**src/rtl/spq_pkg.sv**
```systemverilog
`timescale 1ns / 1ps
`default_nettype none

package spq_pkg;

    localparam logic MODE_INSERT = 1'b0;
    localparam logic MODE_DELETE = 1'b1;

    typedef enum logic [1:0] {
        STATUS_OK        = 2'd0,
        STATUS_UNDERFLOW = 2'd1,
        STATUS_FULL      = 2'd2
    } status_t;

    typedef struct packed {
        logic               mode;
        logic signed [31:0] entry_value;
        logic signed [31:0] entry_priority;
    } req_t;

    typedef struct packed {
        logic signed [31:0] removed_value;
        status_t            status;
        logic        [4:0]  entry_count;
    } rsp_t;

    // One stored queue entry.
    typedef struct packed {
        logic signed [31:0] value;
        logic signed [31:0] prio;
    } entry_t;

    // Broadcast control from the top level to every cell.
    typedef struct packed {
        logic   insert;
        logic   remove;
        entry_t new_entry;
    } cell_ctl_t;

endpackage

`default_nettype wire

```
**src/rtl/spq_cell.sv**
```systemverilog
`timescale 1ns / 1ps
`default_nettype none

module spq_cell
    import spq_pkg::*;
(
    input  wire logic      clk,
    input  wire cell_ctl_t ctl,
    input  wire logic      occupied,
    input  wire logic      at_tail,
    input  wire logic      left_greater,
    input  wire entry_t    left_entry,
    input  wire entry_t    right_entry,
    output logic           greater,
    output entry_t         entry
);

    entry_t entry_reg;
    entry_t entry_next;

    // An occupied cell whose priority is strictly larger than the new one
    // must move one place toward the tail, which keeps equal priorities in
    // arrival order.
    assign greater = occupied && (entry_reg.prio > ctl.new_entry.prio);
    assign entry   = entry_reg;

    always_comb
    begin
        entry_next = entry_reg;
        if (ctl.insert && (greater || at_tail))
        begin
            entry_next = left_greater ? left_entry : ctl.new_entry;
        end
        else if (ctl.remove)
        begin
            entry_next = right_entry;
        end
    end

    always_ff @(posedge clk)
    begin
        entry_reg <= entry_next;
    end

endmodule

`default_nettype wire

```
**src/rtl/sorted_priority_queue.sv**
```systemverilog
`timescale 1ns / 1ps
`default_nettype none

// Sorted priority queue holding up to CAPACITY entries, smallest priority first.
// Request channel (req_valid, req_stall, req): each transfer is an insert
// (mode 0, value and priority) or a delete of the head entry (mode 1).
// Response channel (rsp_valid, rsp_stall, rsp): exactly one response per
// request, with the removed value, a status (ok, underflow, full) and the
// entry count after the request.
// The response to a transferred request appears in the cycle after the transfer.
// The queue takes one request per cycle while req_stall is low, a rate set by the
// row of compare-and-shift cells, which all update together in the same cycle.
// Entries of equal priority leave in arrival order.
// The response sits in an output register. While the receiver stalls a held
// response, req_stall is raised and the queue state does not change.
// Reset clears the entry count and the response valid flag; stored entries
// are not cleared, since only slots below the count are ever read.

module sorted_priority_queue
    import spq_pkg::*;
#(
    parameter int CAPACITY = 16
)
(
    input  wire logic clk,
    input  wire logic rst_n,
    input  wire logic req_valid,
    output logic      req_stall,
    input  wire req_t req,
    output logic      rsp_valid,
    input  wire logic rsp_stall,
    output rsp_t      rsp
);

    localparam int CNT_W = $clog2(CAPACITY + 1);

    logic [CNT_W-1:0] count_reg;
    logic [CNT_W-1:0] count_next;
    logic             rsp_valid_reg;
    logic             rsp_valid_next;
    rsp_t             rsp_reg;
    rsp_t             rsp_next;

    logic             accept;
    logic             is_insert;
    logic             full;
    logic             empty;
    cell_ctl_t        ctl;

    logic   [CAPACITY-1:0] occupied;
    logic   [CAPACITY-1:0] at_tail;
    logic   [CAPACITY-1:0] greater;
    entry_t                cell_entry [CAPACITY];

    logic [CNT_W+4:0] count_wide;

    // A new request is taken unless a response is waiting on a stalled receiver.
    assign req_stall = rsp_valid_reg && rsp_stall;
    assign accept    = req_valid && !req_stall;
    assign is_insert = (req.mode == MODE_INSERT);
    assign full      = (count_reg == CNT_W'(CAPACITY));
    assign empty     = (count_reg == '0);

    assign ctl.insert          = accept && is_insert && !full;
    assign ctl.remove          = accept && !is_insert && !empty;
    assign ctl.new_entry.value = req.entry_value;
    assign ctl.new_entry.prio  = req.entry_priority;

    // Slot 0 is the head. Each cell knows whether it holds a live entry and
    // whether it is the first free slot, where an insert lands when no live
    // entry has a larger priority.
    genvar i;
    generate
        for (i = 0; i < CAPACITY; i++)
        begin : g_cell
            assign occupied[i] = (CNT_W'(i) < count_reg);
            assign at_tail[i]  = (CNT_W'(i) == count_reg);

            if (i == 0)
            begin : g_head
                spq_cell u_cell (
                    .clk          (clk),
                    .ctl          (ctl),
                    .occupied     (occupied[i]),
                    .at_tail      (at_tail[i]),
                    .left_greater (1'b0),
                    .left_entry   (ctl.new_entry),
                    .right_entry  (cell_entry[(i + 1) % CAPACITY]),
                    .greater      (greater[i]),
                    .entry        (cell_entry[i])
                );
            end
            else if (i == CAPACITY - 1)
            begin : g_last
                // The last slot has no right neighbor; after a delete it is
                // beyond the count, so its contents do not matter.
                spq_cell u_cell (
                    .clk          (clk),
                    .ctl          (ctl),
                    .occupied     (occupied[i]),
                    .at_tail      (at_tail[i]),
                    .left_greater (greater[i - 1]),
                    .left_entry   (cell_entry[i - 1]),
                    .right_entry  (cell_entry[i]),
                    .greater      (greater[i]),
                    .entry        (cell_entry[i])
                );
            end
            else
            begin : g_mid
                spq_cell u_cell (
                    .clk          (clk),
                    .ctl          (ctl),
                    .occupied     (occupied[i]),
                    .at_tail      (at_tail[i]),
                    .left_greater (greater[i - 1]),
                    .left_entry   (cell_entry[i - 1]),
                    .right_entry  (cell_entry[i + 1]),
                    .greater      (greater[i]),
                    .entry        (cell_entry[i])
                );
            end
        end
    endgenerate

    always_comb
    begin
        count_next = count_reg;
        if (ctl.insert)
        begin
            count_next = count_reg + CNT_W'(1);
        end
        else if (ctl.remove)
        begin
            count_next = count_reg - CNT_W'(1);
        end
    end

    // The reported count is the internal count reduced to five bits.
    assign count_wide = {5'b0, count_next};

    always_comb
    begin
        rsp_next.removed_value = ctl.remove ? cell_entry[0].value : 32'sd0;
        rsp_next.entry_count   = count_wide[4:0];
        if (is_insert && full)
        begin
            rsp_next.status = STATUS_FULL;
        end
        else if (!is_insert && empty)
        begin
            rsp_next.status = STATUS_UNDERFLOW;
        end
        else
        begin
            rsp_next.status = STATUS_OK;
        end
    end

    always_comb
    begin
        if (accept)
        begin
            rsp_valid_next = 1'b1;
        end
        else
        begin
            rsp_valid_next = rsp_valid_reg && rsp_stall;
        end
    end

    always_ff @(posedge clk or negedge rst_n)
    begin
        if (!rst_n)
        begin
            count_reg     <= '0;
            rsp_valid_reg <= 1'b0;
        end
        else
        begin
            count_reg     <= count_next;
            rsp_valid_reg <= rsp_valid_next;
        end
    end

    always_ff @(posedge clk)
    begin
        if (accept)
        begin
            rsp_reg <= rsp_next;
        end
    end

    assign rsp_valid = rsp_valid_reg;
    assign rsp       = rsp_reg;

endmodule

`default_nettype wire

```
**config.mk**
```make
export PLATFORM = sky130hd
export DESIGN_NAME = sorted_priority_queue
export DESIGN_NICKNAME = d
export VERILOG_FILES = /design/src/rtl/spq_pkg.sv /design/src/rtl/spq_cell.sv /design/src/rtl/sorted_priority_queue.sv
export SDC_FILE = /design/constraint.sdc
export NUM_CORES = 2
export LEC_CHECK = 0
export BUFFER_PORTS_ARGS = -buffer_cell sky130_fd_sc_hd__buf_2
export CAP_MARGIN = 0
export CORE_AREA = 2 2 346 348
export CTS_CLUSTER_DIAMETER = 60
export DETAILED_ROUTE_END_ITERATION = 10
export DIE_AREA = 0 0 348 350
export HOLD_SLACK_MARGIN = 0.1
export PLACE_DENSITY_LB_ADDON = 0.1
export SLEW_MARGIN = 0
export SYNTH_ARGS = -nofsm -noshare
export SYNTH_HDL_FRONTEND = slang
export SYNTH_HIERARCHICAL = 1
export SYNTH_SLANG_ARGS = --single-unit
export TNS_END_PERCENT = 10
```
**constraint.sdc**
```tcl
create_clock -name clk -period 9.6 [get_ports clk]
set_input_delay 0.96 -clock clk [delete_from_list [all_inputs] [get_ports clk]]
set_output_delay 0.96 -clock clk [all_outputs]
set_load 0.05 [all_outputs]
```
==> reports/metrics.cfg <==
[detailed_routing]
detail_route.drc_violations = 0
finalWirelength_mm = 172.0
drt_first_iter_violations = 4034
drt_pre_antenna_iters = 5
detail-route-antenna-nets = 0
routed-via-count = 46620
routedWlPerCell_um = 22.54
viasPerCell = 6.110

[die]
core.rowCount = 126
floorplan.die_area_um2 = 121800
core_region_area_um2 = 117800
initial_utilization_pct = 59.91
io-pin-count = 110
die_width_um = 348
die_h_um = 350

[placement]
place.detailed.hpwl_mm = 122.1
place.gp.congestion = 0.9123
buffer_ports.inserted = 109

[timing]
rsz0062_at_grt = false
achievable_frequency_mhz = 193.7
setup-violations-final = 0
timing.slew.headroom_pct = 27.56
worst-slew-pin-transition_ns = 1.087
finalCritPeriodShare_pct = 53.76
final.setup_skew_ns = 0.02440
finalMaxSlewViolations = 0
setup_total_negative_slack_ns = 0
final-hold-violation-count = 0
finalCriticalPeriod_ns = 5.161

[flow_run]
maxCapViolCount = 0

[worst_setup_path]
crit-reg2reg-launch = count_reg[1]
timing.critical_path.required_ns = 10.08
timing.rr.end = g_cell[9].g_mid.u_cell/entry[4]
worstSetupStartpoint = req[23]
timing.critical_path.fanout_max = 37
criticalPathCategory = in2reg
worst_setup_path_endpoint = g_cell[15].g_last.u_cell/entry[48]
crit_arrival_ns = 5.64
r2r.worst_path.cells = 10
reg2reg_setup_slack_ns = 4.75
worstSetupEndpointType = flop
startpoint_type = input port

[yosys]
postSynthNetCount = 6554
yosys_warnings = 6
netlist_instances = 5968
syn_avg_cell_area_um2 = 11.82
post_synthesis_cell_area_um2 = 70550

[final_layout]
ff_latch_area_um2 = 32070
layout.filler_cells = 9043
nets = 6577
layout.core_utilization_pct = 64.72
area_of_the_multi_input_gates_um2 = 34980
largest_register_ffs = 896
drive_above_1_share_pct = 15.78
syn_to_final_growth_pct = 8.036

[clock_tree]
cts.htree.levels = 4
clock_insertion_delay_worst_skew_ns = 0.75
clock_path_buffers = 3
cts.root.buffer_cell = sky130_fd_sc_hd__clkbuf_16
cts_num_sinks = 1069
cts_made_buffers = 134
post_cts_buffers = 0
cts.clk_slew.worst_paths_ns = 0.06
post_cts_resize_count = 0
cts.hold.buffers_added = 1
cts_tree = yes

[power]
power.static_leakage_uw = 0.02940
irDropWorstVdd_v = 0.0001945
pwr_density_cell_nw_per_um2 = 240.1

[worst_hold_path]
timing.hold.worst.class = in2reg

[global_route]
grt_first_pass_wirelength_mm = 268.6
grt_max_degree = 96
grt-ovfl-total = 0
grt_pass1_vias = 46170
antenna_found_initial = 13
gr-usage-all-layers_pct = 28.07

[outcome]
status = complete, no violations

==> report_power, final <==
group / switching, uW / internal (uW)
Combinational: 3800 / 2600
Clock: 2000 / 2940
Sequential: 577 / 6380
Total: 6380 / 11900
==> critical path, stage by stage <==
cell and delay (ns):
sky130_fd_sc_hd__buf_2 0.40, sky130_fd_sc_hd__inv_1 0.12, sky130_fd_sc_hd__ha_1 0.36, sky130_fd_sc_hd__a21oi_1 0.15, sky130_fd_sc_hd__o21ai_0 0.29, sky130_fd_sc_hd__a22oi_1 0.30
sky130_fd_sc_hd__o211ai_1 0.23, sky130_fd_sc_hd__o21ba_2 0.34, sky130_fd_sc_hd__o21ai_0 0.13, sky130_fd_sc_hd__a21oi_4 0.59, sky130_fd_sc_hd__buf_4 0.50, sky130_fd_sc_hd__buf_4 0.50
sky130_fd_sc_hd__mux2_2 0.39, sky130_fd_sc_hd__mux2_1 0.30
==> per-stage QoR <==
step                std cells  worst slack [ns]  cell area, um^2  hold slack, ns  power [uW]
floorplan                5968             1.203            70550          0.5180       11600
global placement         7390             3.851            71920          0.5330       13130
detailed placement       7390             3.779            71920          0.5419       13330
CTS                      7625             4.572            76210          0.3969       18330
global route             7630             4.268            76220          0.4168       19290
finish                   7630             4.439            76220          0.4404       18300
==> cell usage in the layout, fill, tap and decap left out, drive strengths merged, types with 11 or more instances in the layout <==
cell type,count
mux2,1552
edfxtp,1063
nand2,591
o21ai,553
inv,528
ha,517
a21oi,215
clkbuf,170
buf,168
nand4,122
nand3,75
nor2,61
clkinv,45
nor3,37
and2,36
a21o,34
a211oi,30
or4,28
o211ai,28
nor2b,19
and3,17
a21boi,16
or3,16
a22oi,15
nor4b,14
o21a,14
nand3b,14
o32ai,14
a22o,14
o21ba,13
nand2b,11
==> how the worst min path moves through the flow <==
stage,startpoint,to,slack (ns),cells after the start
6_report,req_valid,rsp_valid,0.44,2
5_1_grt,req_valid,rsp_valid,0.42,2
4_1_cts,req_valid,rsp_valid,0.40,2
3_5_place_dp,g_cell[0].g_head.u_cell/entry[55],rsp[30],0.54,1
3_3_place_gp,g_cell[9].g_mid.u_cell/entry[56],g_cell[8].g_mid.u_cell/entry[56],0.53,1
2_1_floorplan,g_cell[0].g_head.u_cell/entry[35],rsp[10],0.52,1
==> area by class of cell <==
cell class	count	area share (%)
repair buffers	169	1.310
clock inverters	64	0.8044
flip-flops and latches	1069	42.08
well taps	1536	2.521
inverters	521	2.569
diodes	5	0.01642
clock buffers	170	4.810
multi-input cells	4096	45.89
==> routing by layer <==
metal	global-route usage, %	part of all wire, %	wire [um]	vias to the layer above
met1	41.65	48	82060	22640
li1	-	-	-	22250
met4	6.547	1.7	2913	0
met5	0	0	0	-
met2	43.33	43	74560	1516
met3	4.343	7.2	12410	208
Note: power is estimated with default switching activity, not from simulation.
